<file path="src/vdi_pkg.sv">
`default_nettype none
package vdi_pkg;

	localparam int NCOMP = 10;
	localparam int UV_LAYERS = 2;
	localparam int IN_W = 368;
	localparam int OUT_W = 208;
	localparam int STORE_W = 32 * NCOMP + 32;
	localparam logic [31:0] TOL_RESET = 32'd110;
	localparam logic signed [31:0] POS_MAX = 32'sh7fff_ffff;
	localparam logic signed [31:0] NEG_MAX = 32'sh8000_0000;

	localparam logic [1:0] CFG_UV_LAYERS = 2'd0;
	localparam logic [1:0] CFG_COLORS = 2'd1;
	localparam logic [1:0] CFG_TOL = 2'd2;

	typedef enum logic [2:0] {
		ST_CLEAR,
		ST_IDLE,
		ST_MAP,
		ST_STORE,
		ST_SQ,
		ST_DECIDE
	} state_t;

	typedef struct packed {
		logic clr_step;
		logic load_in;
		logic commit;
	} cmd_t;

	typedef struct packed {
		logic clr_last;
		logic out_free;
	} sts_t;

endpackage
`default_nettype wire

</file>
<file path="src/vdi_ctrl.sv">
`default_nettype none
module vdi_ctrl (
	input  wire logic         clk,
	input  wire logic         arst_n,
	input  wire logic         s_tvalid,
	output logic              s_tready,
	output vdi_pkg::cmd_t     cmd,
	input  wire vdi_pkg::sts_t sts
);
	import vdi_pkg::*;

	state_t state_q, state_d;

	always_ff @(posedge clk or negedge arst_n) begin
		if (!arst_n) begin
			state_q <= ST_CLEAR;
		end else begin
			state_q <= state_d;
		end
	end

	always_comb begin
		state_d = state_q;
		cmd = '0;
		s_tready = 1'b0;
		case (state_q)
			ST_CLEAR: begin
				cmd.clr_step = 1'b1;
				if (sts.clr_last) state_d = ST_IDLE;
			end
			ST_IDLE: begin
				s_tready = 1'b1;
				if (s_tvalid) begin
					cmd.load_in = 1'b1;
					state_d = ST_MAP;
				end
			end
			ST_MAP: state_d = ST_STORE;
			ST_STORE: state_d = ST_SQ;
			ST_SQ: state_d = ST_DECIDE;
			ST_DECIDE: begin
				if (sts.out_free) begin
					cmd.commit = 1'b1;
					state_d = ST_IDLE;
				end
			end
			default: state_d = ST_CLEAR;
		endcase
	end

endmodule
`default_nettype wire

</file>
<file path="config.mk">
export PLATFORM = sky130hd
export DESIGN_NAME = vdi_ctrl
export DESIGN_NICKNAME = d
export VERILOG_FILES = /design/src/vdi_pkg.sv /design/src/vdi_ctrl.sv
export SDC_FILE = /design/constraint.sdc
export NUM_CORES = 1
export LEC_CHECK = 0
export ABC_CLOCK_PERIOD_IN_PS = 900
export BUFFER_PORTS_ARGS = -buffer_cell sky130_fd_sc_hd__buf_2
export CORE_AREA = 4 4 41 43
export CTS_CLUSTER_DIAMETER = 30
export DETAILED_ROUTE_END_ITERATION = 7
export DIE_AREA = 0 0 45 47
export PLACE_DENSITY = 0.38
export SETUP_SLACK_MARGIN = 0.05
export SLEW_MARGIN = 10
export SYNTH_ARGS = -nofsm -noshare
export SYNTH_HDL_FRONTEND = slang
export SYNTH_SLANG_ARGS = --single-unit
export TNS_END_PERCENT = 10
</file>
<file path="constraint.sdc">
create_clock -name clk -period 0.9 [get_ports clk]
set_input_delay 0.09 -clock clk [delete_from_list [all_inputs] [get_ports clk]]
set_output_delay 0.09 -clock clk [all_outputs]
set_load 0.02 [all_outputs]
</file>
==> impl_metrics.yaml, run 1 <==
power_and_ir_drop:
  switchingPower_w: 0.0004412
  p_comb_share_pct: 59.6
  vdd.ir_drop.worst_v: 0.0009521
  switching_share_pct: 37.75
  clockPowerShare_pct: 20.1
  seq_power_share_pct: 20.2
  power.leakage_nw: 0.1689
  cellInternalPower_w: 0.0007277
  power-per-cell-area_mw_per_mm2: 3539
  power_w: 0.001169
worst_setup_path:
  cp.arrival_ns: 1.19
  reg2reg_slack_ns: -0.07
  critical_path_class: "flop to output port"
  setup.worst_path.start_class: "flop"
  critical_path.endpoint_type: "output port"
  critical_path.reg2reg.startpoint: "state_q[1]"
  path_cells: "nor2b_4 -> and2b_2 -> and2_4 -> buf_6"
  timing.reg2reg.worst_path_depth: 4
  path_max_fanout: 3
  crit_slowest_cell: "sky130_fd_sc_hd__dfrtp_1"
  worst_r2r_endpoint: "state_q[1]"
  critical_path_required_ns: 0.81
  critical-path-max-stage-delay_ns: 0.37
sta:
  finalCritPeriodShare_pct: 141.9
  maxSlewViolCount: 0
  setup_slack_ns: -0.3767
  report.final.setup_viol: 6
  final.setup.tns_ns: -1.316
  slew-limit-headroom_pct: 88.94
  timing_hold_violations_final: 0
  setup_repair_after_global_routing_missed_its_margin: "true"
  worst_case_clock_skew_ns: 0.001203
  fmax_mhz: 783.3
  worst_slew_pin_slew_ns: 0.1653
  period_minus_slack_ns: 1.277
route:
  antenna_left: 0
  dr.pass1.iters: 4
  first_iter_violations: 3
  num_vias: 191
  drt-wirelength-per-cell_um: 9.160
  routed_via_density: 3.820
  drcViolationCount: 0
  detail_route.wirelength_um: 458
cts:
  clock_sinks: 3
  cts_setup_buffers: 0
  cts_htree_levels: 1
  clockBufferDepth: 2
  path_clk_slew_ns: 0.04
  cts_tree: "done"
  clock_latency_ns: 0.23
  cts_inserted_buffers: 3
  cts_root_buf: "sky130_fd_sc_hd__clkbuf_4"
global_routing:
  grt_pass1_vias: 186
  grtUsageMet3_pct: 2.682
  grt_first_pass_wirelength_um: 717
  gr-total-overflow: 0
  gr-usage-all-layers_pct: 5.226
  met2_usage_pct: 6.780
  grt_antenna_before_repair: 0
  grt_most_used_layer: "met4"
  grt_start_max_net_pins: 7
  grtUsageMet1_pct: 5.263
die:
  die_width_um: 45
  core_area_mm2: 0.001301
  placementRows: 13
  starting_density_of_the_core_pct: 13.46
  die_area_mm2: 0.002115
  floorplan.io_pins: 9
  die_h_um: 47
yosys:
  post_synth_num_cell_types: 13
  netlist_instances: 19
  count_of_synthesis_stage_warnings_from_yosys: 0
  simple_gate_portion_of_the_synthesized_area_pct: 44.29
  synth_compound_gate_area_share_pct: 10.71
  synth.area.mux_share_pct: 0
  avgSynthCellArea_um2: 9.219
  ys_seq_area_share_pct: 42.86
  dominant_combinational_cell_family_by_area_after_synthesis: "simple AND/OR/NAND/NOR gates"
  flip_flop_and_latch_count_after_synthesis: 3
  synth_adder_area_share_pct: 0
  post_synth_instance_area_um2: 175.2
  yosys.area_share.xor_xnor_pct: 0
  syn-num-nets: 24
outcome:
  status: "complete, but fails checks"
  failed_checks: "negative setup slack"
worst_hold_path:
  holdCritStartpoint: "sts[1]"
  whs_endpoint: "state_q[0]"
  hp-class: "input pin to flop"
  hold_depth: 3
finish:
  most_common_library_cell_in_the_layout_ignoring_fill_and_taps: "sky130_fd_sc_hd__buf_2"
  area_delta_synth_final_pct: 88.57
  reg.largest.list: "state_q: 3 flops"
  largest_register_ffs: 3
  layout.nets: 41
  fillerInstances: 158
  fraction_of_final_layout_cells_sized_beyond_drive_strength_1_pct: 51.43
  multi_input_comb_area_um2: 111.4
  top_register: "state_q"
  antenna_cells: 0
  final_cell_mix: "5 x sky130_fd_sc_hd__buf_2, 4 x sky130_fd_sc_hd__buf_6, 3 x sky130_fd_sc_hd__clkbuf_4, 3 x sky130_fd_sc_hd__dfrtp_1"
  layout.area.seq_um2: 75.07
placement:
  dp.final_hpwl_um: 357.3
  port_buffers: 8
  gp_routability_congestion: 0.6072
job:
  maxCapViolCount: 0
[cell type report]
cell class / instances / area share, %
clock buffer: 4 / 7.955
timing repair buffer: 12 / 28.79
sequential: 3 / 22.73
multi-input combinational: 15 / 33.71
tap: 15 / 5.682
inverter: 1 / 1.136
[worst max-delay path, delay by kind of cell, from the launching register on]
kind | cells | cell delay (ns)
AND/OR/NAND/NOR | 3 | 0.45
flip-flops | 1 | 0.37
buffers and inverters | 1 | 0.12
[routing by layer]
layer	up-vias	wire [µm]	share of wire (%)
li1	95	-	-
met1	83	206	45
met2	11	173	38
met3	2	60	13
met4	0	17	3.7
met5	-	0	0
[what timing repair did]
| action | in CTS | in global routing |
|---|---|---|
| pin swaps | 1 | 1 |
| endpoints found under the setup margin | 6 | 7 |
| hold endpoints to repair | 3 | 0 |
| resized for setup | 8 | 0 |
| hold buffers | 1 | 0 |
[cell families after synthesis]
logic type / Yosys count
AND/OR/NAND/NOR: 12
buffers and inverters: 1
AO/OA/AOI/OAI: 3
flip-flops: 3
[stage by stage]
| step | cell area (µm²) | instances | hold slack (ns) | utilization, % | setup slack, ns |
|---|---|---|---|---|---|
| floorplan | 183.9 | 19 | -0.2056 | - | -0.1504 |
| global placement | 265.3 | 45 | -0.1127 | 20.38 | -0.1402 |
| detailed placement | 265.3 | 45 | -0.1139 | 20.38 | -0.1529 |
| CTS | 330.3 | 50 | 0.07403 | 25.38 | -0.3892 |
| global route | 330.3 | 50 | 0.07691 | 25.38 | -0.4145 |
| finish | 330.3 | 50 | 0.07947 | 25.38 | -0.3767 |
[worst max path at each step]
stage	start	to	slack [ns]	depth (start not counted)
after detailed placement	state_q[0]	cmd[1]	-0.15	4
after floorplan	state_q[1]	state_q[0]	-0.15	2
after CTS	state_q[0]	cmd[1]	-0.39	4
final	state_q[0]	cmd[1]	-0.38	4
after global routing	state_q[0]	cmd[1]	-0.41	4
after global placement	state_q[0]	cmd[1]	-0.14	4
[power groups by stage]
| stage | sequential [W] | clock (W) | combinational [W] |
|---|---|---|---|
| final | 0.000236 | 0.000236 | 0.000697 |
| after global routing | 0.000244 | 0.000265 | 0.000746 |
| after CTS | 0.000236 | 0.000252 | 0.000704 |
| after detailed placement | 0.000235 | 0 | 0.000591 |
| after global placement | 0.000232 | 0 | 0.000595 |
| after floorplan | 0.000275 | 0 | 0.000336 |
[cells in the mapped netlist]
cell                       n  area, µm²
sky130_fd_sc_hd__and2b_1   1      7.510
sky130_fd_sc_hd__o22a_1    1      8.760
sky130_fd_sc_hd__dfrtp_1   3      75.07
sky130_fd_sc_hd__a21oi_1   2      10.01
sky130_fd_sc_hd__inv_1     1      3.750
sky130_fd_sc_hd__nor2_1    1      3.750
sky130_fd_sc_hd__nor2b_4   1      13.76
sky130_fd_sc_hd__and3_1    1      6.260
sky130_fd_sc_hd__and2_1    1      6.260
sky130_fd_sc_hd__nor3_1    1      5.000
sky130_fd_sc_hd__nand2_1   2      7.510
sky130_fd_sc_hd__nand3b_1  2      15.01
sky130_fd_sc_hd__nor2b_1   2      12.51
(Power assumes the default switching activity.)
==> run 2, diff against run 1 <==
--- a/config.mk
+++ b/config.mk
@@ -11,7 +11,10 @@
 export CTS_CLUSTER_DIAMETER = 30
 export DETAILED_ROUTE_END_ITERATION = 7
 export DIE_AREA = 0 0 45 47
+export GPL_TIMING_DRIVEN = 0
+export MAX_ROUTING_LAYER = met4
 export PLACE_DENSITY = 0.38
+export RECOVER_POWER = 25
 export SETUP_SLACK_MARGIN = 0.05
 export SLEW_MARGIN = 10
 export SYNTH_ARGS = -nofsm -noshare
==> impl_metrics.yaml, run 2 (synthesis results as in run 1) <==
route:
  drt-wirelength-per-cell_um: 9.060
  num_vias: 187
  drcViolationCount: 0
  routed_via_density: 3.740
  dr.pass1.iters: 2
  first_iter_violations: 1
  antenna_left: 0
  detail_route.wirelength_um: 453
finish:
  layout.nets: 41
  area_delta_synth_final_pct: 87.14
  fraction_of_final_layout_cells_sized_beyond_drive_strength_1_pct: 54.29
  largest_register_ffs: 3
  most_common_library_cell_in_the_layout_ignoring_fill_and_taps: "sky130_fd_sc_hd__buf_2"
  post_layout_nonfiller_instances: 50
  antenna_cells: 0
  top_register: "state_q"
  reg.largest.list: "state_q: 3 flops"
  final_cell_mix: "4 x sky130_fd_sc_hd__buf_2, 3 x sky130_fd_sc_hd__clkbuf_4, 3 x sky130_fd_sc_hd__buf_6, 3 x sky130_fd_sc_hd__buf_4"
worst_setup_path:
  cp.arrival_ns: 1.18
  timing.reg2reg.worst_path_depth: 4
  critical_path_required_ns: 0.81
  critical_path_class: "flop to output port"
  critical_path.endpoint_type: "output port"
  setup.worst_path.start_class: "flop"
  path_max_fanout: 3
die:
  placementRows: 13
  die_h_um: 47
  starting_density_of_the_core_pct: 13.46
  floorplan.io_pins: 9
  core_area_mm2: 0.001301
  die_area_mm2: 0.002115
  die_width_um: 45
power_and_ir_drop:
  vdd.ir_drop.worst_v: 0.001208
  clockPowerShare_pct: 20.3
  switching_share_pct: 37.77
  cellInternalPower_w: 0.0007241
  seq_power_share_pct: 23.1
  p_comb_share_pct: 56.6
  power_w: 0.001164
  power-per-cell-area_mw_per_mm2: 3549
  power.leakage_nw: 0.1625
  switchingPower_w: 0.0004395
cts:
  clock_latency_ns: 0.23
  cts_tree: "done"
  path_clk_slew_ns: 0.04
  clockBufferDepth: 2
  cts_root_buf: "sky130_fd_sc_hd__clkbuf_4"
  clock_sinks: 3
  cts_inserted_buffers: 3
  cts_htree_levels: 1
outcome:
  status: "complete, but fails checks"
  failed_checks: "negative setup slack"
worst_hold_path:
  hold_depth: 3
  hp-class: "input pin to flop"
sta:
  slew-limit-headroom_pct: 89.00
  maxSlewViolCount: 0
  report.final.setup_viol: 6
  worst_case_clock_skew_ns: 0.001985
  fmax_mhz: 785.4
  setup_repair_after_global_routing_missed_its_margin: "true"
  finalCritPeriodShare_pct: 141.5
  worst_slew_pin_slew_ns: 0.1645
  setup_slack_ns: -0.3732
  timing_hold_violations_final: 0
  period_minus_slack_ns: 1.273
placement:
  gp_routability_congestion: 0.6346
  dpl.cell_count: 42
  dp.final_hpwl_um: 304
  port_buffers: 8
global_routing:
  grt_first_pass_wirelength_um: 738
  gr-usage-all-layers_pct: 5.401
  grt_start_max_net_pins: 9
  grt_pass1_vias: 185
  gr-total-overflow: 0
  grt_antenna_before_repair: 0
job:
  maxCapViolCount: 0
## run 2: changes by cell type in the layout (fill, tap and decap cells not counted), sizes merged
| cell | before | now |
|---|---|---|
| clkbuf | 4 | 5 |
| buf | 11 | 10 |
## run 2: layout make-up
type | instances | area, µm²
Timing Repair Buffer | 12 | 90.09
Tap cell | 15 | 18.77
Clock buffer | 4 | 26.28
Sequential cell | 3 | 77.57
Inverter | 1 | 3.754
Multi-Input combinational cell | 15 | 111.4
Fill cell | 150 | 973.4
## run 2: worst max-delay path, stage by stage, from the launching register on
cell                      delay [ns]
sky130_fd_sc_hd__dfrtp_1        0.38
sky130_fd_sc_hd__nor2b_4        0.13
sky130_fd_sc_hd__and2b_2        0.19
sky130_fd_sc_hd__and2_4         0.13
sky130_fd_sc_hd__buf_6          0.12
## run 2: final timing paths
check / start / slack, ns / end
min in group asynchronous: arst_n / 0.19 / state_q[0]
worst max register to register: state_q[1] / -0.09 / state_q[1]
max in group asynchronous: arst_n / 0.53 / state_q[2]
worst min-delay path: sts[1] / 0.09 / state_q[0]
worst min register to register: state_q[2] / 0.53 / state_q[1]
worst max-delay path: state_q[0] / -0.37 / cmd[1]
## run 2: per-layer routing
layer	GRT usage (%)	up-vias	routed length, µm
met5	-	-	0
met4	7.018	0	0
met3	1.533	0	60
met2	6.215	9	175
met1	6.422	81	217
li1	-	97	-
## run 2: repair_timing
item | 4_1_cts | 5_1_grt
endpoints found under the hold margin | 3 | 0
setup endpoints to repair | 6 | 7
hold buffers | 1 | 0
pin swaps | 0 | 1
setup buffers | 3 | 0
gates resized for setup | 7 | 2
## run 2: metrics by stage
stage / hold WS (ns) / util (%) / setup TNS (ns) / setup WS, ns / area [µm²]
finish: 0.08559 / 25.19 / -1.389 / -0.3732 / 327.8
global route: 0.1060 / 25.19 / -1.675 / -0.3937 / 327.8
CTS: 0.07152 / 24.71 / -1.432 / -0.3821 / 321.6
detailed placement: -0.1114 / 18.65 / -0.4866 / -0.2282 / 242.7
global placement: -0.1142 / 18.65 / -0.5060 / -0.2356 / 242.7
floorplan: -0.2056 / - / -0.3189 / -0.1504 / 183.9
## run 2: power groups by stage
stage | Clock (W) | Combinational [W] | Sequential [W]
final | 0.000236 | 0.000659 | 0.000269
after global routing | 0.000250 | 0.000723 | 0.000281
after CTS | 0.000254 | 0.000640 | 0.000267
after detailed placement | 0 | 0.000447 | 0.000293
after global placement | 0 | 0.000441 | 0.000296
after floorplan | 0 | 0.000336 | 0.000275
==> run 3, diff against run 2 <==
--- a/config.mk
+++ b/config.mk
@@ -7,13 +7,16 @@
 export LEC_CHECK = 0
 export ABC_CLOCK_PERIOD_IN_PS = 900
 export BUFFER_PORTS_ARGS = -buffer_cell sky130_fd_sc_hd__buf_2
+export CAP_MARGIN = 20
+export CELL_PAD_IN_SITES_DETAIL_PLACEMENT = 1
+export CELL_PAD_IN_SITES_GLOBAL_PLACEMENT = 2
 export CORE_AREA = 4 4 41 43
 export CTS_CLUSTER_DIAMETER = 30
 export DETAILED_ROUTE_END_ITERATION = 7
 export DIE_AREA = 0 0 45 47
 export GPL_TIMING_DRIVEN = 0
 export MAX_ROUTING_LAYER = met4
-export PLACE_DENSITY = 0.38
+export PLACE_DENSITY = 0.55
 export RECOVER_POWER = 25
 export SETUP_SLACK_MARGIN = 0.05
 export SLEW_MARGIN = 10
==> impl_metrics.yaml, run 3 (synthesis results as in run 1) <==
outcome:
  status: "complete, but fails checks"
  failed_checks: "negative setup slack"
die:
  placementRows: 13
  core_area_mm2: 0.001301
  die_area_mm2: 0.002115
  starting_density_of_the_core_pct: 13.46
  floorplan.io_pins: 9
  die_width_um: 45
  die_h_um: 47
cts:
  cts_root_buf: "sky130_fd_sc_hd__clkbuf_4"
  clock_sinks: 3
  clock_latency_ns: 0.23
  clockBufferDepth: 2
  cts_inserted_buffers: 3
  path_clk_slew_ns: 0.03
  cts_tree: "done"
  cts_htree_levels: 1
finish:
  post_layout_nonfiller_instances: 51
  reg.largest.list: "state_q: 3 flops"
  utilization_pct: 25.10
  top_register: "state_q"
  area_delta_synth_final_pct: 86.43
  most_common_library_cell_in_the_layout_ignoring_fill_and_taps: "sky130_fd_sc_hd__buf_4"
  largest_register_ffs: 3
  antenna_cells: 0
  design_area_um2: 326.6
  layout.nets: 42
  final_cell_mix: "5 x sky130_fd_sc_hd__buf_4, 4 x sky130_fd_sc_hd__buf_2, 3 x sky130_fd_sc_hd__clkbuf_4, 3 x sky130_fd_sc_hd__dfrtp_2"
  fraction_of_final_layout_cells_sized_beyond_drive_strength_1_pct: 58.33
worst_setup_path:
  critical_path_cell_count: 4
  critical_path.endpoint_type: "output port"
  timing.reg2reg.worst_path_depth: 4
  sum_of_buffers_and_inverters_on_the_critical_path: 1
  critical_path_required_ns: 0.81
  critical_path_class: "flop to output port"
  path_cells: "nor2b_4 -> and2b_2 -> and2_4 -> buf_6"
  critical-path-max-stage-delay_ns: 0.41
  crit_slowest_cell: "sky130_fd_sc_hd__dfrtp_2"
  cp.arrival_ns: 1.22
  reg2reg_slack_ns: -0.09
  setup.worst_path.start_class: "flop"
  path_max_fanout: 4
  cell_family_contributing_the_most_delay_on_the_critical_path: "simple AND/OR/NAND/NOR gates"
placement:
  gp_routability_congestion: 0.6433
  dpl.cell_count: 42
  port_buffers: 8
  placedInstanceArea_um2: 242.7
sta:
  worst_case_clock_skew_ns: 0.003649
  slew-limit-headroom_pct: 89.06
  setup_slack_ns: -0.4142
  finalCritPeriodShare_pct: 146.0
  timing_hold_violations_final: 0
  period_minus_slack_ns: 1.314
  worst_slew_pin_slew_ns: 0.1631
  maxSlewViolCount: 0
  report.final.setup_viol: 6
  setup_repair_after_global_routing_missed_its_margin: "true"
  fmax_mhz: 760.9
route:
  num_vias: 197
  dr.pass1.iters: 1
  routed_via_density: 3.863
  drt-wirelength-per-cell_um: 10.08
  antenna_left: 0
  detail_route.wirelength_um: 514
  drcViolationCount: 0
  first_iter_violations: 0
worst_hold_path:
  hold_depth: 3
  hp-class: "input pin to flop"
global_routing:
  gr-total-overflow: 0
  grt_start_max_net_pins: 9
  gr-usage-all-layers_pct: 6.137
  grt_antenna_before_repair: 0
  grt_first_pass_wirelength_um: 821
  grt_pass1_vias: 209
power_and_ir_drop:
  power.leakage_nw: 0.1622
  power-per-cell-area_mw_per_mm2: 3591
  vdd.ir_drop.worst_v: 0.001008
job:
  maxCapViolCount: 0
run 3: cell count changes in the layout (fill, tap and decap cells not counted):
| cell | before | now |
|---|---|---|
| sky130_fd_sc_hd__buf_4 | 3 | 5 |
| sky130_fd_sc_hd__nor3_2 | 0 | 1 |
| sky130_fd_sc_hd__dfrtp_2 | 2 | 3 |
| sky130_fd_sc_hd__buf_6 | 3 | 2 |
| sky130_fd_sc_hd__dfrtp_1 | 1 | 0 |
| sky130_fd_sc_hd__nor3_4 | 1 | 0 |
run 3: power breakdown:
| part | total [W] | internal, W | switching [W] |
|---|---|---|---|
| Clock | 0.000232 | 0.000166 | 0.0000661 |
| Sequential | 0.000298 | 0.000204 | 0.0000939 |
| Combinational | 0.000643 | 0.000373 | 0.000270 |
run 3: tightest hold or removal path: cells and delay by family:
kind	cells	cell delay, ns
compound gates	1	0.05
buf+inv	2	0.13
run 3: repair_timing:
| action | 4_1_cts | 5_1_grt |
|---|---|---|
| endpoints found under the setup margin | 6 | 7 |
| endpoints found under the hold margin | 3 | 0 |
| gates cloned | 0 | 0 |
| buffers inserted | 3 | 1 |
| pin swaps | 1 | 1 |
| gates resized for setup | 7 | 1 |
| hold buffers | 1 | 0 |
run 3: routing by layer:
metal  track usage [%]  share of wire (%)  up-vias
met5                 -                  0        -
met4             7.018                  0        0
met3             2.682                 10        0
met2             9.605                 51        7
met1             5.046                 39       93
li1                  -                  -       97
run 3: layout make-up:
| cell class | count | area (µm²) |
|---|---|---|
| Fill cell | 165 | 974.7 |
| Multi-Input combinational cell | 15 | 105.1 |
| Timing Repair Buffer | 13 | 93.84 |
| Sequential cell | 3 | 78.83 |
| Clock buffer | 4 | 26.28 |
| Tap cell | 15 | 18.77 |
| Inverter | 1 | 3.754 |
run 3: path summary, 6_finish.rpt:
check                           start          to
max in group asynchronous      arst_n  state_q[0]
hold / removal                 sts[1]  state_q[0]
setup reg to reg           state_q[0]  state_q[1]
hold reg to reg            state_q[2]  state_q[1]
setup / recovery           state_q[0]      cmd[1]
min in group asynchronous      arst_n  state_q[2]
run 3: per-stage QoR:
stage               hold slack, ns   power, W  setup WS (ns)  TNS (ns)
floorplan                  -0.2056  0.0006111        -0.1504   -0.3189
global placement           -0.1148  0.0007441        -0.2446   -0.5644
detailed placement         -0.1127  0.0007474        -0.2502   -0.5729
CTS                        0.08070   0.001152        -0.4184    -1.456
global route               0.08251   0.001279        -0.4636    -1.882
finish                     0.08708   0.001173        -0.4142    -1.516
